### src/rtl/core/mad_pkg.sv
`default_nettype none
// ----------------------------------------------------------------------------
// mad_pkg
// Shared types, field masks and lookup tables of the MPEG audio header decoder.
// ----------------------------------------------------------------------------
package mad_pkg;

  localparam int unsigned QueueDepth = 2;

  localparam logic [31:0] SyncMask    = 32'hffe00000;
  localparam logic [31:0] LayerMask   = 32'h00060000;
  localparam logic [31:0] BitrateMask = 32'h0000f000;
  localparam logic [31:0] RateMask    = 32'h00000c00;

  localparam logic [1:0] LayerBitsL3 = 2'd1;
  localparam logic [1:0] ModeMono    = 2'd3;

  localparam int unsigned NumFreq = 9;

  typedef logic [8:0]  kbps_t;
  typedef logic [10:0] fbytes_t;
  typedef kbps_t   kbps_row_t [16];
  typedef fbytes_t fbytes_row_t [16];

  // Layer III bitrates, MPEG-1 row then low sampling frequency row
  localparam kbps_row_t KbpsL3 [2] = '{
    '{9'd0, 9'd32, 9'd40, 9'd48, 9'd56, 9'd64, 9'd80, 9'd96,
      9'd112, 9'd128, 9'd160, 9'd192, 9'd224, 9'd256, 9'd320, 9'd0},
    '{9'd0, 9'd8, 9'd16, 9'd24, 9'd32, 9'd40, 9'd48, 9'd56,
      9'd64, 9'd80, 9'd96, 9'd112, 9'd128, 9'd144, 9'd160, 9'd0}
  };

  // Frame bytes without padding: kbps * 144000 / (freq << lsf), by freq and bitrate index
  localparam fbytes_row_t FrameBytes [NumFreq] = '{
    '{11'd0, 11'd104, 11'd130, 11'd156, 11'd182, 11'd208, 11'd261, 11'd313,
      11'd365, 11'd417, 11'd522, 11'd626, 11'd731, 11'd835, 11'd1044, 11'd0},
    '{11'd0, 11'd96, 11'd120, 11'd144, 11'd168, 11'd192, 11'd240, 11'd288,
      11'd336, 11'd384, 11'd480, 11'd576, 11'd672, 11'd768, 11'd960, 11'd0},
    '{11'd0, 11'd144, 11'd180, 11'd216, 11'd252, 11'd288, 11'd360, 11'd432,
      11'd504, 11'd576, 11'd720, 11'd864, 11'd1008, 11'd1152, 11'd1440, 11'd0},
    '{11'd0, 11'd26, 11'd52, 11'd78, 11'd104, 11'd130, 11'd156, 11'd182,
      11'd208, 11'd261, 11'd313, 11'd365, 11'd417, 11'd470, 11'd522, 11'd0},
    '{11'd0, 11'd24, 11'd48, 11'd72, 11'd96, 11'd120, 11'd144, 11'd168,
      11'd192, 11'd240, 11'd288, 11'd336, 11'd384, 11'd432, 11'd480, 11'd0},
    '{11'd0, 11'd36, 11'd72, 11'd108, 11'd144, 11'd180, 11'd216, 11'd252,
      11'd288, 11'd360, 11'd432, 11'd504, 11'd576, 11'd648, 11'd720, 11'd0},
    '{11'd0, 11'd52, 11'd104, 11'd156, 11'd208, 11'd261, 11'd313, 11'd365,
      11'd417, 11'd522, 11'd626, 11'd731, 11'd835, 11'd940, 11'd1044, 11'd0},
    '{11'd0, 11'd48, 11'd96, 11'd144, 11'd192, 11'd240, 11'd288, 11'd336,
      11'd384, 11'd480, 11'd576, 11'd672, 11'd768, 11'd864, 11'd960, 11'd0},
    '{11'd0, 11'd72, 11'd144, 11'd216, 11'd288, 11'd360, 11'd432, 11'd504,
      11'd576, 11'd720, 11'd864, 11'd1008, 11'd1152, 11'd1296, 11'd1440, 11'd0}
  };

  // Classified header word, passed from the front end to the back end
  typedef struct packed {
    logic       ok;
    logic [1:0] layer_number;
    logic       lsf;
    logic       v25;
    logic [3:0] freq_index;
    logic       crc;
    kbps_t      kbps;
    logic       pad;
    logic [1:0] mode;
    logic [1:0] stereo_ext;
    fbytes_t    fbytes;
  } class_t;

endpackage
`default_nettype wire

### src/rtl/core/mad_front.sv
`default_nettype none
// ----------------------------------------------------------------------------
// mad_front
// Splits a candidate header word into its fields, checks it and looks up the
// bitrate and the unpadded frame size.
// ----------------------------------------------------------------------------
module mad_front (
  input  wire logic [31:0]     word_i,
  output mad_pkg::class_t      class_o
);

  logic [1:0] layer_bits;
  logic [3:0] rate_idx;
  logic [1:0] sf;
  logic       v25;
  logic       lsf;
  logic       ok;
  logic [3:0] fidx;

  always_comb begin
    layer_bits = word_i[18:17];
    rate_idx   = word_i[15:12];
    sf         = word_i[11:10];
    v25        = ~word_i[20];
    lsf        = v25 | ~word_i[19];

    ok = ((word_i & mad_pkg::SyncMask) == mad_pkg::SyncMask)
      && ((word_i & mad_pkg::LayerMask) != 32'd0)
      && ((word_i & mad_pkg::BitrateMask) != 32'd0)
      && ((word_i & mad_pkg::BitrateMask) != mad_pkg::BitrateMask)
      && ((word_i & mad_pkg::RateMask) != mad_pkg::RateMask)
      && (layer_bits == mad_pkg::LayerBitsL3);

    // sf is at most 2 on a good header, so the index stays within the table
    if (!ok) begin
      fidx = 4'd0;
    end else if (v25) begin
      fidx = 4'd6 + {2'b00, sf};
    end else begin
      fidx = {2'b00, sf} + (lsf ? 4'd3 : 4'd0);
    end

    class_o.ok           = ok;
    class_o.layer_number = 2'd0 - layer_bits;
    class_o.lsf          = lsf;
    class_o.v25          = v25;
    class_o.freq_index   = fidx;
    class_o.crc          = ~word_i[16];
    class_o.pad          = word_i[9];
    class_o.mode         = word_i[7:6];
    class_o.stereo_ext   = word_i[5:4];
    class_o.kbps         = ok ? mad_pkg::KbpsL3[lsf][rate_idx] : 9'd0;
    class_o.fbytes       = ok ? mad_pkg::FrameBytes[fidx][rate_idx] : 11'd0;
  end

endmodule
`default_nettype wire

### src/rtl/core/mad_queue.sv
`default_nettype none
// ----------------------------------------------------------------------------
// mad_queue
// Short first-in first-out queue of classified words between front and back.
// ----------------------------------------------------------------------------
module mad_queue #(
  parameter int unsigned Depth = mad_pkg::QueueDepth
) (
  input  wire logic            clk_i,
  input  wire logic            rst_ni,
  input  wire logic            push_i,
  input  wire mad_pkg::class_t push_data_i,
  output logic                 full_o,
  input  wire logic            pop_i,
  output logic                 empty_o,
  output mad_pkg::class_t      pop_data_o
);

  localparam int unsigned PtrW = (Depth > 1) ? $clog2(Depth) : 1;
  localparam int unsigned CntW = $clog2(Depth + 1);
  localparam logic [PtrW-1:0] LastPtr = PtrW'(Depth - 1);
  localparam logic [CntW-1:0] FullCnt = CntW'(Depth);

  mad_pkg::class_t mem_q [Depth];
  logic [PtrW-1:0] wr_ptr_q, wr_ptr_d;
  logic [PtrW-1:0] rd_ptr_q, rd_ptr_d;
  logic [CntW-1:0] count_q, count_d;
  logic            do_push;
  logic            do_pop;

  assign full_o     = (count_q == FullCnt);
  assign empty_o    = (count_q == '0);
  assign pop_data_o = mem_q[rd_ptr_q];
  assign do_push    = push_i & ~full_o;
  assign do_pop     = pop_i & ~empty_o;

  always_comb begin
    wr_ptr_d = wr_ptr_q;
    rd_ptr_d = rd_ptr_q;
    count_d  = count_q;
    if (do_push) begin
      wr_ptr_d = (wr_ptr_q == LastPtr) ? '0 : wr_ptr_q + 1'b1;
    end
    if (do_pop) begin
      rd_ptr_d = (rd_ptr_q == LastPtr) ? '0 : rd_ptr_q + 1'b1;
    end
    if (do_push && !do_pop) begin
      count_d = count_q + 1'b1;
    end else if (do_pop && !do_push) begin
      count_d = count_q - 1'b1;
    end
  end

  always_ff @(posedge clk_i or negedge rst_ni) begin
    if (!rst_ni) begin
      wr_ptr_q <= '0;
      rd_ptr_q <= '0;
      count_q  <= '0;
    end else begin
      wr_ptr_q <= wr_ptr_d;
      rd_ptr_q <= rd_ptr_d;
      count_q  <= count_d;
    end
  end

  always_ff @(posedge clk_i) begin
    if (do_push) begin
      mem_q[wr_ptr_q] <= push_data_i;
    end
  end

endmodule
`default_nettype wire

### src/rtl/core/mad_back.sv
`default_nettype none
// ----------------------------------------------------------------------------
// mad_back
// Works out header/side-info length and frame data length of a classified
// word and holds the finished result in the output register.
// ----------------------------------------------------------------------------
module mad_back (
  input  wire logic            clk_i,
  input  wire logic            rst_ni,
  input  wire logic            avail_i,
  input  wire mad_pkg::class_t class_i,
  output logic                 take_o,
  output logic                 out_valid_o,
  input  wire logic            out_stall_i,
  output mad_pkg::class_t      res_o,
  output logic [8:0]           side_bits_o,
  output logic [13:0]          data_bits_o
);

  localparam logic [14:0] DataMax = 15'd16383;

  logic            valid_q;
  mad_pkg::class_t res_q;
  logic [8:0]      side_bits_q, side_bits_d;
  logic [13:0]     data_bits_q, data_bits_d;
  logic            load;
  logic [5:0]      hbytes;
  logic [11:0]     fbytes;
  logic [14:0]     fbits;
  logic [14:0]     hbits_w;
  logic [14:0]     diff;

  // refill the output register when it is empty or being taken
  assign load   = ~valid_q | ~out_stall_i;
  assign take_o = load & avail_i;

  always_comb begin
    if (class_i.lsf) begin
      hbytes = (class_i.mode == mad_pkg::ModeMono) ? 6'd9 : 6'd17;
    end else begin
      hbytes = (class_i.mode == mad_pkg::ModeMono) ? 6'd17 : 6'd32;
    end
    hbytes  = hbytes + (class_i.crc ? 6'd2 : 6'd0) + 6'd4;
    fbytes  = {1'b0, class_i.fbytes} + {11'd0, class_i.pad};
    fbits   = {fbytes, 3'b000};
    hbits_w = {6'd0, hbytes, 3'b000};
    diff    = fbits - hbits_w;

    if (!class_i.ok) begin
      side_bits_d = 9'd0;
      data_bits_d = 14'd0;
    end else begin
      side_bits_d = {hbytes, 3'b000};
      if (fbits <= hbits_w) begin
        data_bits_d = 14'd0;
      end else if (diff > DataMax) begin
        data_bits_d = DataMax[13:0];
      end else begin
        data_bits_d = diff[13:0];
      end
    end
  end

  always_ff @(posedge clk_i or negedge rst_ni) begin
    if (!rst_ni) begin
      valid_q <= 1'b0;
    end else if (load) begin
      valid_q <= avail_i;
    end
  end

  always_ff @(posedge clk_i) begin
    if (take_o) begin
      res_q       <= class_i;
      side_bits_q <= side_bits_d;
      data_bits_q <= data_bits_d;
    end
  end

  assign out_valid_o = valid_q;
  assign res_o       = res_q;
  assign side_bits_o = side_bits_q;
  assign data_bits_o = data_bits_q;

endmodule
`default_nettype wire

### src/rtl/core/mpeg_audio_header_decoder.sv
`default_nettype none
// ----------------------------------------------------------------------------
// mpeg_audio_header_decoder
// Layer III MPEG audio frame header check and decode, one word per cycle while the output is not stalled.
// ----------------------------------------------------------------------------
// Takes one candidate 32-bit header word per clock while not stalled and
// returns one result per word, in order. A word is taken whenever the input
// queue has room, so with no stall at the output the block sustains one word
// every cycle; an accepted word passes through the queue and then the output
// register, where its result is held until taken. The front end checks the
// word and looks up bitrate and frame size from constant tables; the back end
// adds padding and subtracts header/side-info length. A stall at the output
// is absorbed by the QDepth-entry queue before in_stall_o rises. When
// header_ok_o is low the frequency index, bitrate and both lengths read zero.
// ----------------------------------------------------------------------------
module mpeg_audio_header_decoder #(
  parameter int unsigned QDepth = mad_pkg::QueueDepth
) (
  input  wire logic        clk_i,
  input  wire logic        rst_ni,
  input  wire logic        in_valid_i,
  output logic             in_stall_o,
  input  wire logic [31:0] header_word_i,
  output logic             out_valid_o,
  input  wire logic        out_stall_i,
  output logic             header_ok_o,
  output logic [1:0]       layer_number_o,
  output logic             low_rate_ext_o,
  output logic             is_v25_o,
  output logic [3:0]       freq_index_o,
  output logic             crc_present_o,
  output logic [8:0]       bitrate_kbps_o,
  output logic             pad_flag_o,
  output logic [1:0]       chan_mode_o,
  output logic [1:0]       chan_mode_ext_o,
  output logic [8:0]       side_header_bits_o,
  output logic [13:0]      data_bits_o
);

  mad_pkg::class_t front_class;
  mad_pkg::class_t queue_class;
  mad_pkg::class_t res;
  logic            q_full;
  logic            q_empty;
  logic            q_pop;

  mad_front u_front (
    .word_i  (header_word_i),
    .class_o (front_class)
  );

  mad_queue #(
    .Depth (QDepth)
  ) u_queue (
    .clk_i       (clk_i),
    .rst_ni      (rst_ni),
    .push_i      (in_valid_i),
    .push_data_i (front_class),
    .full_o      (q_full),
    .pop_i       (q_pop),
    .empty_o     (q_empty),
    .pop_data_o  (queue_class)
  );

  mad_back u_back (
    .clk_i       (clk_i),
    .rst_ni      (rst_ni),
    .avail_i     (~q_empty),
    .class_i     (queue_class),
    .take_o      (q_pop),
    .out_valid_o (out_valid_o),
    .out_stall_i (out_stall_i),
    .res_o       (res),
    .side_bits_o (side_header_bits_o),
    .data_bits_o (data_bits_o)
  );

  assign in_stall_o      = q_full;
  assign header_ok_o     = res.ok;
  assign layer_number_o  = res.layer_number;
  assign low_rate_ext_o  = res.lsf;
  assign is_v25_o        = res.v25;
  assign freq_index_o    = res.freq_index;
  assign crc_present_o   = res.crc;
  assign bitrate_kbps_o  = res.kbps;
  assign pad_flag_o      = res.pad;
  assign chan_mode_o     = res.mode;
  assign chan_mode_ext_o = res.stereo_ext;

endmodule
`default_nettype wire

### config.mk
export PLATFORM = sky130hd
export DESIGN_NAME = mpeg_audio_header_decoder
export DESIGN_NICKNAME = d
export VERILOG_FILES = /design/src/rtl/core/mad_pkg.sv /design/src/rtl/core/mad_front.sv /design/src/rtl/core/mad_queue.sv /design/src/rtl/core/mad_back.sv /design/src/rtl/core/mpeg_audio_header_decoder.sv
export SDC_FILE = /design/constraint.sdc
export NUM_CORES = 1
export LEC_CHECK = 0
export CAP_MARGIN = 40
export CORE_ASPECT_RATIO = 0.8
export CORE_MARGIN = 5
export CORE_UTILIZATION = 64
export CTS_BUF_LIST = sky130_fd_sc_hd__clkbuf_8 sky130_fd_sc_hd__clkbuf_16
export DETAILED_ROUTE_END_ITERATION = 7
export DONT_BUFFER_PORTS = 1
export GPL_TIMING_DRIVEN = 0
export PLACE_DENSITY = 0.88
export SLEW_MARGIN = 20
export SYNTH_ARGS = -nofsm -noshare
export SYNTH_HDL_FRONTEND = slang
export SYNTH_SLANG_ARGS = --single-unit
### constraint.sdc
create_clock -name clk_i -period 5.95 [get_ports clk_i]
set_clock_uncertainty 0.1 [all_clocks]
set_input_delay 0.8925 -clock clk_i [delete_from_list [all_inputs] [get_ports clk_i]]
set_output_delay 0.8925 -clock clk_i [all_outputs]
set_load 0.03 [all_outputs]
# Yosys cells after proc, flatten, opt, wreduce, memory -nomap -nowiden
# Memory sizes are Yosys's and may differ from the RTL's.
# Cells that the tools add are included.
dict set report classes {
  add_sub_neg 11
  n_lt_le_gt_ge 5
  eq_ne 6
  muxes 27
  bitwise 16
  n_reduce_logical 14
}
# op n
set op_table {}
lappend op_table {{$mux 176} 2}
lappend op_table {{$mux 144} 2}
lappend op_table {{$mux 132} 1}
lappend op_table {{$reduce_bool 32->1} 2}
lappend op_table {{$bmux 11 s4} 1}
lappend op_table {{$bmux 9 s4} 1}
lappend op_table {{$mux 11} 3}
lappend op_table {{$mux 9} 3}
lappend op_table {{$gt 15x14->1 const B} 1}
lappend op_table {{$le 15x9->1} 1}
lappend op_table {{$sub 15x9->15} 1}
lappend op_table {{$mux 14} 1}
lappend op_table {{$add 11x1->12} 1}
lappend op_table {{$mux 6} 2}
lappend op_table {{$eq 11x11->1 const B} 1}
lappend op_table {{$ge 5x5->1 const B} 2}
lappend op_table {{$not 4->5} 2}
lappend op_table {{$mux 2} 4}
lappend op_table {{$mux 4} 2}
lappend op_table {{$not 1->1} 8}
lappend op_table {{$logic_and 1x1->1} 7}
lappend op_table {{$add 6x3->6 const B} 1}
lappend op_table {{$add 6x6->6} 1}
lappend op_table {{$mux 5} 1}
lappend op_table {{other kinds (19)} 28}
dict set report totals {
  register_bits 52
  ramBits 70
  romBits 2816
  in_bits 36
  out_inout_bits 49
  n_memories 2
}
# name depth word_bits read_ports rd_clocked_by_memory_dff wr line
set memory_table {}
lappend memory_table {{(name not given)} 16 176 1 0 0 mad_front.sv:53} ;# class_o.fbytes = ok ? mad_pkg::FrameBytes[fidx][rate_idx] : 11'd0;
lappend memory_table {u_queue.mem_q 2 35 1 0 1 mad_queue.sv:24} ;# mad_pkg::class_t mem_q [Depth];

# Longest topological paths before layout
# Gate-level depths: netlist (run 1).
dict set report depth {
  word_depth 15
  depth_mapped 17
  ltp_nobuf 15
}

# Hierarchy
# From an unflattened synthesis (run 1), not the netlist that was laid out.
dict set report unflattened {
  hier_cells 665
  hier_area_um2 7666.1
}
# module n_inst cells_each area_each_um2
set by_module_without_submodules {}
lappend by_module_without_submodules {mad_queue 1 128 2872.8}
lappend by_module_without_submodules {mad_back 1 178 2503.7}
lappend by_module_without_submodules {mad_front 1 358 2285.9}
lappend by_module_without_submodules {mpeg_audio_header_decoder 1 1 3.8}

# Worst setup path before layout (run 1)
# Ideal clock, no wire load.
dict set report synth_timing {
  kind {register -> register}
  from {reg u_queue.rd_ptr_q}
  to {reg u_back.data_bits_q[3] (netlist: u_back.data_bits_o[3]), data pin}
  setup_time_ns 0.267
  arrival_time_ns 4.116
  slack_ns 1.467
  stages_incl_launch_ff 18
  period_less_slack_ns 4.483
  cell_sequence {dfrtp_1 > buf_2 > buf_1 > clkbuf_1 > mux2_2 > ha_1 > ha_1 > clkbuf_1 > nand4b_1 > nand2_1 > xnor2_1 > ha_1 > a21o_1 > a31oi_1 > o21bai_1 > nor4b_4 > xor2_2 > a21oi_1}
}
# item line
set synth_lines {}
lappend synth_lines {{start: declaration} mad_queue.sv:26} ;# logic [PtrW-1:0] rd_ptr_q, rd_ptr_d;
lappend synth_lines {{start signal: assignment} mad_queue.sv:61} ;# rd_ptr_q <= rd_ptr_d;
lappend synth_lines {{end signal: assignment} mad_back.sv:76} ;# data_bits_q <= data_bits_d;
lappend synth_lines {{end: declaration} mad_back.sv:25} ;# logic [13:0] data_bits_q, data_bits_d;

==> results of run 1 <==
==> worst register-to-register path, stage by stage (launching register included) <==
cell and delay, ns:
dfrtp_1 0.39, buf_2 0.26, buf_1 0.55, clkbuf_1 0.65
mux2_2 0.44, ha_1 0.27, ha_1 0.21, clkbuf_1 0.20
nand4b_1 0.17, nand2_1 0.10, xnor2_1 0.24, ha_1 0.34
a21o_1 0.21, a31oi_1 0.25, o21bai_1 0.22, nor4b_4 0.29
xor2_2 0.38, a21oi_1 0.14
==> cell usage in the layout, fill, tap and decap left out, drive strengths merged, types with 4 or more instances in the layout <==
cell type / instances
mux2: 24
buf: 27
inv: 37
clkbuf: 32
o211ai: 6
nand4: 10
a2111oi: 6
and2: 5
nor2: 40
edfxtp: 103
nand2: 57
nor3: 10
conb: 6
o31ai: 4
o22ai: 6
nand4b: 4
a21oi: 39
a221oi: 4
a211oi: 10
nand3: 17
a21o: 5
mux2i: 17
ha: 24
xnor2: 15
dfrtp: 5
a311oi: 7
a31o: 5
xor2: 8
a31oi: 11
o21ai: 24
nand3b: 7
a211o: 4
==> Yosys cell counts (all sizes together) (3+ instances only) <==
cell,n,area (µm²)
a21o,5,37.5
nor2b,3,18.8
nand4,10,62.6
buf,22,145
o2111ai,3,26.3
nand2b,3,18.8
dfrtp,5,125
clkbuf,23,86.3
ha,24,300
o22ai,6,37.5
o211ai,6,45.0
a21oi,39,195
a31oi,11,68.8
nor3,10,55.1
nor2,40,150
a311oi,7,61.3
nand2,57,214
nand3b,7,52.6
a211o,4,35.0
o21ai,24,120
a211oi,10,75.1
a2111oi,6,78.8
a221oi,4,35.0
a31o,5,43.8
xor2,8,77.6
nand3,17,85.1
mux2i,17,170
xnor2,15,131
a21boi,3,22.5
inv,32,120
and2,5,33.8
o31ai,4,35.0
nand4b,4,35.0
mux2,24,270
edfxtp,103,3090
==> routing by layer <==
layer / GRT usage / vias up / share of wire
met5: 0 / - / 0
met4: 0.105 / 0 / 0.038
met3: 0.0948 / 80 / 0.13
met2: 0.471 / 458 / 0.44
met1: 0.416 / 2574 / 0.39
li1: - / 2343 / -
==> metrics by stage <==
stage                     cells   util  setup WS (ns)  instance area, µm²
final                       778  0.705          0.260                7160
after global routing        777  0.704          0.111                7160
after CTS                   776  0.703          0.373                7140
after detailed placement    760  0.675          0.266                6850
after global placement      756  0.668          0.261                6790
after floorplan             616      -           1.47                6610
==> area by class of cell <==
cell class / instances / area, µm²
Antenna cell: 1 / 2.50
Multi-Input combinational cell: 430 / 3050
Buffer: 45 / 231
Tap cell: 140 / 175
Fill cell: 730 / 3000
Timing Repair Buffer: 5 / 77.6
Sequential cell: 108 / 3220
Clock inverter: 7 / 58.8
Clock buffer: 9 / 225
Inverter: 33 / 124
==> logic make-up after synthesis <==
family,Yosys count,share of synthesized area
AOI/OAI and AO/OA,162,0.174
xor gates and xnor gates,23,0.0317
adders and majority gates,26,0.0516
buffers and inverters,78,0.0539
DFF,108,0.488
muxes,42,0.0702
other,1,0.000569
and+or+nand+nor,171,0.130
==> worst paths after layout <==
kind | slack, ns | end | depth (start not counted) | start
worst max-delay path | 0.26 | u_back.data_bits_o[7] | 17 | u_queue.rd_ptr_q
worst min-delay path | 0.14 | u_queue.count_q[1] | 0 | rst_ni
worst max register to register | 0.26 | u_back.data_bits_o[7] | 17 | u_queue.rd_ptr_q
worst min register to register | 0.45 | u_back.res_o[33] | 1 | u_queue.mem_q[1][33]
max in group asynchronous | 5.55 | u_queue.wr_ptr_q | 0 | rst_ni
min in group clk_i | 0.45 | u_back.res_o[33] | 1 | u_queue.mem_q[1][33]
==> state kept, by name, summed over array words and instances, names as in the netlist <==
name and cells:
u_back.data_bits_o 12, u_back.out_valid_o 1, u_back.res_o 21, u_back.side_bits_o 6
u_queue.count_q 2, u_queue.mem_q 64, u_queue.rd_ptr_q 1, u_queue.wr_ptr_q 1
==> where the power goes <==
| part | switching (W) | internal (W) |
|---|---|---|
| clock | 0.000271 | 0.000291 |
| sequential | 0.000364 | 0.00118 |
| combinational | 0.000732 | 0.000462 |
| total | 0.00137 | 0.00193 |
==> reports/qor.txt, run 1 <==
outcome: complete, no violations
Hold WC Path Type: input port to async pin
sequential area share after synthesis: 0.488
Worst slew margin: 0.466
final WL: 18,900 µm
CTS hold repair buffers: 0
CP peak stage delay: 0.65 ns
peak supply drop: 0.259 mV
Die Ht: 101 µm
Final Hold Fails: 0
Main synth FF type: edfxtp_1
Avg WL per Cell: 24.3 µm
gr usage total: 0.307
P per Cell Area: 461 nW/µm²
# DRC: 0
Pre-Repair DR Iteration Count: 6
Design Power: 0.00330 W
library cells used by synthesis: 83
CP required: 5.92 ns
syn_area_per_cell: 10.8 µm²
post_cts resized: 0
die area: 12,400 µm²
initial antenna violation count: 1
Root Driver: clkbuf_16
RSZ-0062 raised after global routing: false
Slew Viols, Final: 0
CP most frequent cell: ha_1
area grow syn2layout: 8.60%
worst hold slack: 0.138 ns
layout cell share with drive strength beyond 1: 0.135
synthesized flop and latch total: 108
slowest cell on the critical path: clkbuf_1
PortBufs: 0
H-tree depth: 3
CP cell instances: buf_2, buf_1, clkbuf_1, mux2_2, ha_1, ha_1, clkbuf_1, nand4b_1, nand2_1, xnor2_1, ha_1, a21o_1, a31oi_1, o21bai_1, nor4b_4, xor2_2, a21oi_1
Setup Fix Bufs, Post-CTS: 0
vias in the first global route: 5,154
clock sinks: 108
Arr. time, crit path: 5.66 ns
# IOs: 85
DP HPWL: 13,900 µm
DR vias: 5,455
Final setup viols: 0
global-route wire length before repair: 28,700 µm
CTS tree: yes
crit end category: register
Worst Max-Slew Pin Slew: 0.796 ns
Synth async-reset ratio: 0.0463
core area: 10,200 µm²
EDFF count, synth: 103
Final min period: 5.69 ns
Mapped Cells: 611
worst skew pair latency: 0.34 ns
critical path type: register to register
gpl congestion: 1.05
Layout Nets: 694
kind of cell adding the most delay to the critical path: buffers and inverters
largest net degree at the start of global routing: 40
Die Span X: 123 µm
Final Cycle Share: 0.956
setup tns final: 0 ns
CP Buf/Inv Count: 4
FP Rows: 33
Synth Warn #: 0
GRT overflow: 0
Worst-path clk slew: 0.07 ns
clock buffer count from CTS: 9
Fmax: 0.176 GHz
Max Cap Viol: 0
ANT nets after route: 0
starting density of the core: 0.649
Static Leak: 2.63 nW
Via density: 7.01
Longest Clk Path Bufs: 2
1st-iter DRT viols: 973
Worst setup SP type: register
worst-path maximum fanout: 10
cell area after synthesis: 6590 µm²
(Power assumes the default switching activity.)
==> run 2: changes to the inputs <==
==> constraint.sdc (replaced) <==
create_clock -name clk_i -period 5.95 [get_ports clk_i]
set_clock_uncertainty 0.1 [all_clocks]
set_input_delay 0.595 -clock clk_i [delete_from_list [all_inputs] [get_ports clk_i]]
set_output_delay 0.595 -clock clk_i [all_outputs]
set_load 0.03 [all_outputs]
==> reports/qor.txt, run 2 (synthesized netlist as in run 1, its figures left out) <==
worst hold path depth: 0
worst skew pair latency: 0.34 ns (about the same)
Final setup viols: 0 (unchanged)
DP HPWL: 13,900 µm (unchanged)
H-tree depth: 3 (unchanged)
commonest cells after routing, fill and taps aside: edfxtp_1 (103), nand2_1 (57), a21oi_1 (39), nor2_1 (39), inv_1 (31)
worst-path maximum fanout: 10 (unchanged)
Pre-Repair DR Iteration Count: 6 (unchanged)
logic gate share of total power: 0.363 (about the same)
R2R depth: 17 (unchanged)
setup tns final: 0 ns (unchanged)
# DRC: 0 (unchanged)
gr usage total: 0.308 (+0.00109)
worst r2r dst: u_back.data_bits_o[7]
CP cell instances: buf_2, buf_1, clkbuf_1, mux2_2, ha_1, ha_1, clkbuf_1, nand4b_1, nand2_1, xnor2_1, ha_1, a21o_1, a31oi_1, o21bai_1, nor4b_4, xor2_2, a21oi_1
Placed Area: 6850 µm² (unchanged)
Slew Viols, Final: 0 (unchanged)
max reg flops: 64 (unchanged)
core area: 10,200 µm² (unchanged)
slowest cell on the critical path: clkbuf_1
crit end category: register
gpl congestion: 1.05 (unchanged)
CP Buf/Inv Count: 4 (unchanged)
PortBufs: 0 (unchanged)
Final Hold Fails: 0 (unchanged)
Die Span X: 123 µm (unchanged)
Pint: 0.00193 W (about the same)
Hold WC Path Type: input port to register
# IOs: 85 (unchanged)
P per Cell Area: 460 nW/µm² (about the same)
Max Cap Viol: 0 (unchanged)
Arr. time, crit path: 5.67 ns (about the same)
Final min period: 5.70 ns (+0.00538 ns)
peak supply drop: 0.259 mV (+0.16%)
CP peak stage delay: 0.62 ns (-0.03 ns)
flop2flop setup slack: 0.25 ns (about the same)
Worst slew margin: 0.491 (+0.0250)
CP most frequent cell: ha_1
global-route wire length before repair: 28,800 µm (+0.31%)
final worst slack: 0.254 ns (-0.00538 ns)
Seq pwr share: 0.467 (about the same)
layout cell share with drive strength beyond 1: 0.135 (-0.000212)
clock sinks: 108 (unchanged)
Biggest register: u_queue.mem_q
hold worst-path end: u_queue.mem_q[0][11]
area grow syn2layout: 8.71%
switching portion of total power: 0.415 (about the same)
RSZ-0062 raised after global routing: false
Longest Clk Path Bufs: 2 (unchanged)
DP Worst Slack: 0.383 ns (+0.116 ns)
Hold Crit Start: header_word_i[4]
1st-iter DRT viols: 938 (-3.6%)
clock buffer count from CTS: 9 (unchanged)
kind of cell adding the most delay to the critical path: buffers and inverters
initial antenna violation count: 1 (unchanged)
outcome: complete, no violations
DR vias: 5,510 (+1.0%)
vias in the first global route: 5,158 (+0.078%)
Die Ht: 101 µm (unchanged)
NetSw: 0.00137 W (about the same)
filler cell count: 728 (-0.27%)
GRT overflow: 0 (unchanged)
Root Driver: clkbuf_16
Fmax: 0.176 GHz (about the same)
largest net degree at the start of global routing: 40 (unchanged)
Via density: 7.08 (+1.0%)
Worst-path clk slew: 0.07 ns (about the same)
Worst setup SP type: register
critical path type: register to register
ant diodes: 0 (-1)
Worst Max-Slew Pin Slew: 0.758 ns (-0.0372 ns)
starting density of the core: 0.649 (unchanged)
CP required: 5.92 ns (about the same)
CTS tree: yes
Avg WL per Cell: 24.5 µm (+0.69%)
final WL: 19,000 µm (+0.69%)
ANT nets after route: 0 (unchanged)
Static Leak: 2.63 nW (+0.16%)
worst hold slack: 0.246 ns (+0.108 ns)
reg-to-reg critical path startpoint: u_queue.rd_ptr_q
Final Cycle Share: 0.957 (about the same)
most common cell after layout, fill and taps aside: edfxtp_1
die area: 12,400 µm² (unchanged)
Layout Nets: 695 (+0.14%)
clock share of power: 0.170 (about the same)
post-route cell area: 7170 µm² (+0.10%)
post_cts resized: 0 (unchanged)
FP Rows: 33 (unchanged)
[run 2: cell types whose count changed in the layout (fill, tap and decap cells not counted)]
cell           delta
diode_2           -1
dlygate4sd3_1     +1
[run 2: layout make-up]
type | instances | area (µm²) | share of cell area
Tap cell | 140 | 175 | 0.0244
Sequential cell | 108 | 3220 | 0.449
Inverter | 33 | 124 | 0.0173
Clock inverter | 7 | 58.8 | 0.00821
Multi-Input combinational cell | 430 | 3050 | 0.425
Buffer | 45 | 231 | 0.0323
Timing Repair Buffer | 6 | 87.6 | 0.0122
Clock buffer | 9 | 225 | 0.0314
[run 2: what timing repair did]
action | CTS | global route
hold endpoints to repair | 5 | 0
hold buffers | 1 | 0
buffers inserted | 0 | 0
[run 2: metrics by stage]
stage / total power, W / instances / utilization
global placement: 0.00260 / 756 / 0.668
floorplan: 0.00239 / 616 / -
global route: 0.00346 / 778 / 0.705
detailed placement: 0.00271 / 760 / 0.675
CTS: 0.00327 / 777 / 0.703
finish: 0.00330 / 778 / 0.705
[run 2: routing by layer]
layer	wire, µm	GRT usage
met2	8510	0.475
met5	0	0
met1	7310	0.416
met3	2530	0.0948
met4	694	0.105
[run 2: worst reg2reg max path, stage by stage (launching register included)]
cell,delay [ns]
dfrtp_1,0.40
buf_2,0.26
buf_1,0.57
clkbuf_1,0.63
mux2_2,0.44
ha_1,0.27
ha_1,0.21
clkbuf_1,0.21
nand4b_1,0.18
nand2_1,0.10
xnor2_1,0.24
ha_1,0.34
a21o_1,0.21
a31oi_1,0.25
o21bai_1,0.22
nor4b_4,0.29
xor2_2,0.39
a21oi_1,0.14
[run 2: power by group through the flow]
| stage | sequential (W) | combinational, W | clock (W) |
|---|---|---|---|
| after floorplan | 0.00152 | 0.000866 | 0 |
| after global placement | 0.00156 | 0.00105 | 0 |
| after detailed placement | 0.00156 | 0.00115 | 0 |
| after CTS | 0.00155 | 0.00116 | 0.000571 |
| after global routing | 0.00157 | 0.00129 | 0.000600 |
| final | 0.00154 | 0.00120 | 0.000561 |
[run 2: how the worst max path moves through the flow]
| stage | start | end | slack (ns) | cells past startpoint |
|---|---|---|---|---|
| 2_1_floorplan | u_queue.rd_ptr_q | u_back.data_bits_o[3] | 1.47 | 17 |
| 3_3_place_gp | header_word_i[20] | u_queue.mem_q[0][0] | 0.56 | 17 |
| 3_5_place_dp | u_queue.rd_ptr_q | u_back.data_bits_o[7] | 0.38 | 17 |
| 4_1_cts | u_queue.rd_ptr_q | u_back.data_bits_o[7] | 0.37 | 17 |
| 5_1_grt | u_queue.rd_ptr_q | u_back.data_bits_o[7] | 0.11 | 17 |
| 6_report | u_queue.rd_ptr_q | u_back.data_bits_o[7] | 0.25 | 17 |
==> run 3: changes to the inputs <==
--- a/config.mk
+++ b/config.mk
@@ -8,12 +8,12 @@
 export CAP_MARGIN = 40
 export CORE_ASPECT_RATIO = 0.8
 export CORE_MARGIN = 5
-export CORE_UTILIZATION = 64
+export CORE_UTILIZATION = 58
 export CTS_BUF_LIST = sky130_fd_sc_hd__clkbuf_8 sky130_fd_sc_hd__clkbuf_16
 export DETAILED_ROUTE_END_ITERATION = 7
 export DONT_BUFFER_PORTS = 1
 export GPL_TIMING_DRIVEN = 0
-export PLACE_DENSITY = 0.88
+export PLACE_DENSITY = 0.84
 export SLEW_MARGIN = 20
 export SYNTH_ARGS = -nofsm -noshare
 export SYNTH_HDL_FRONTEND = slang
==> constraint.sdc (replaced) <==
create_clock -name clk_i -period 5.1 [get_ports clk_i]
set_clock_uncertainty 0.1 [all_clocks]
set_input_delay 0.51 -clock clk_i [delete_from_list [all_inputs] [get_ports clk_i]]
set_output_delay 0.51 -clock clk_i [all_outputs]
set_load 0.03 [all_outputs]
==> reports/qor.txt, run 3 (synthesized netlist as in run 1, its figures left out) <==
CP cell instances: buf_2, clkbuf_4, clkbuf_4, mux2_2, ha_1, nand4b_1, nand2_1, xnor2_1, ha_1, nand2b_1, mux2i_1, a2111oi_1, nor3_1, and2_1, o31ai_2, buf_2, a21oi_1
Placed Area: 6850 µm² (about the same)
outcome: complete, no violations
DP HPWL: 13,900 µm (+0.40%)
Arr. time, crit path: 4.94 ns (-0.73 ns)
most common cell after layout, fill and taps aside: edfxtp_1
# IOs: 85 (unchanged)
global-route wire length before repair: 29,500 µm (+2.2%)
Stages on worst setup path: 17 (unchanged)
commonest cells after routing, fill and taps aside: edfxtp_1 (103), nand2_1 (56), a21oi_1 (39), nor2_1 (39), inv_1 (31)
ant diodes: 0 (unchanged)
crit end category: register
PortBufs: 0 (unchanged)
DR vias: 5,391 (-2.2%)
CP required: 5.09 ns (-0.83 ns)
layout cell share with drive strength beyond 1: 0.135 (+0.000424)
Static Leak: 2.63 nW (about the same)
Max Cap Viol: 0 (unchanged)
Final min period: 4.95 ns (-0.748 ns)
critical path type: register to register
initial antenna violation count: 0 (-1)
ANT nets after route: 0 (unchanged)
clock sinks: 108 (unchanged)
CTS tree: yes
Worst Max-Slew Pin Slew: 0.845 ns (+0.0865 ns)
Longest Clk Path Bufs: 2 (unchanged)
FP Rows: 34 (+3.0%)
kind of cell adding the most delay to the critical path: buffers and inverters
Slew Viols, Final: 0 (unchanged)
gr usage total: 0.280 (-0.0276)
Biggest register: u_queue.mem_q
gpl congestion: 1.11 (+5.0%)
placed cell count: 762 (+0.26%)
core area: 11,000 µm² (+8.1%)
Final Cycle Share: 0.970 (+0.0130)
H-tree depth: 3 (unchanged)
DP Worst Slack: -0.412 ns (-0.794 ns)
final worst slack: 0.152 ns (-0.102 ns)
Worst-path clk slew: 0.07 ns (about the same)
vias in the first global route: 5,227 (+1.3%)
Via density: 6.91 (-2.4%)
peak supply drop: 0.273 mV (+5.4%)
starting density of the core: 0.601 (-0.0484)
Fmax: 0.202 GHz (+15%)
Design Power: 0.00388 W (+18%)
Worst slew margin: 0.432 (-0.0598)
Pre-Repair DR Iteration Count: 5 (-1)
clock buffer count from CTS: 9 (unchanged)
post-route cell area: 7180 µm² (+0.26%)
Die Ht: 105 µm (+4.5%)
Worst setup SP type: register
Final setup viols: 0 (unchanged)
post-layout util: 0.655 (-0.0509)
Layout Nets: 693 (-0.29%)
1st-iter DRT viols: 755 (-20%)
Finished Layout Cells: 780 (+0.26%)
CP peak stage delay: 0.65 ns (+0.03 ns)
CP Buf/Inv Count: 4 (unchanged)
Final Hold Fails: 0 (unchanged)
Root Driver: clkbuf_16
final WL: 19,000 µm (-0.22%)
worst hold path depth: 0 (unchanged)
Avg WL per Cell: 24.4 µm (-0.48%)
worst skew pair latency: 0.35 ns (about the same)
max reg flops: 64 (unchanged)
largest net degree at the start of global routing: 40 (unchanged)
area grow syn2layout: 9.00%
Hold WC Path Type: input port to register
R2R depth: 17 (unchanged)
die area: 13,600 µm² (+9.4%)
Die Span X: 129 µm (+4.6%)
P per Cell Area: 540 nW/µm² (+17%)
worst-path maximum fanout: 10 (unchanged)
slowest cell on the critical path: a2111oi_1
# DRC: 0 (unchanged)
GRT overflow: 0 (unchanged)
run 3: cell count changes in the layout (fill, tap and decap cells not counted), sizes merged:
cell      delta
clkinvlp     -1
inv          -3
clkbuf       +1
clkinv       +4
buf          -3
run 3: final cells by class:
class,count,area [µm²]
Fill cell,808,3790
Sequential cell,108,3220
Multi-Input combinational cell,430,3060
Buffer,45,239
Clock buffer,9,225
Tap cell,144,180
Inverter,33,124
Timing Repair Buffer,4,85.1
Clock inverter,7,52.6
run 3: what timing repair did:
item	CTS	global route
gates cloned	0	0
gates resized for setup	2	6
hold buffers	1	0
hold endpoints to repair	5	0
setup endpoints to repair	12	13
setup buffers	0	0
run 3: power by group:
group          internal (W)  switching, W
combinational      0.000555      0.000876
clock              0.000334      0.000319
sequential          0.00137      0.000421
run 3: worst reg2reg max path: stages (launching register included):
cell and delay (ns):
dfrtp_1 0.38, buf_2 0.26, clkbuf_4 0.30, clkbuf_4 0.30, mux2_2 0.39, ha_1 0.25, nand4b_1 0.16, nand2_1 0.08
xnor2_1 0.22, ha_1 0.30, nand2b_1 0.10, mux2i_1 0.14, a2111oi_1 0.65, nor3_1 0.23, and2_1 0.21, o31ai_2 0.26
buf_2 0.26, a21oi_1 0.08
run 3: per-stage QoR:
| stage | hold slack, ns | TNS, ns |
|---|---|---|
| floorplan | 0.114 | 0 |
| global placement | 0.115 | -2.95 |
| detailed placement | 0.115 | -4.24 |
| CTS | 0.147 | 0 |
| global route | 0.140 | -0.675 |
| finish | 0.157 | 0 |
run 3: path summary, 6_finish.rpt:
kind	start	end	slack, ns
max in group asynchronous	rst_ni	u_queue.wr_ptr_q	4.35
setup reg to reg	u_queue.rd_ptr_q	u_back.data_bits_o[3]	0.15
setup / recovery	u_queue.rd_ptr_q	u_back.data_bits_o[3]	0.15
min in group asynchronous	rst_ni	u_back.out_valid_o	0.35
hold / removal	header_word_i[7]	u_queue.mem_q[0][14]	0.16
hold reg to reg	u_queue.count_q[1]	u_queue.count_q[1]	0.44
run 3: metal layers:
layer,GRT usage,part of all wire,up-vias,routed length [µm]
li1,-,-,2345,-
met1,0.373,0.39,2563,7460
met2,0.431,0.45,422,8560
met3,0.0945,0.13,61,2420
met4,0.0945,0.030,0,564
met5,0,0,-,0
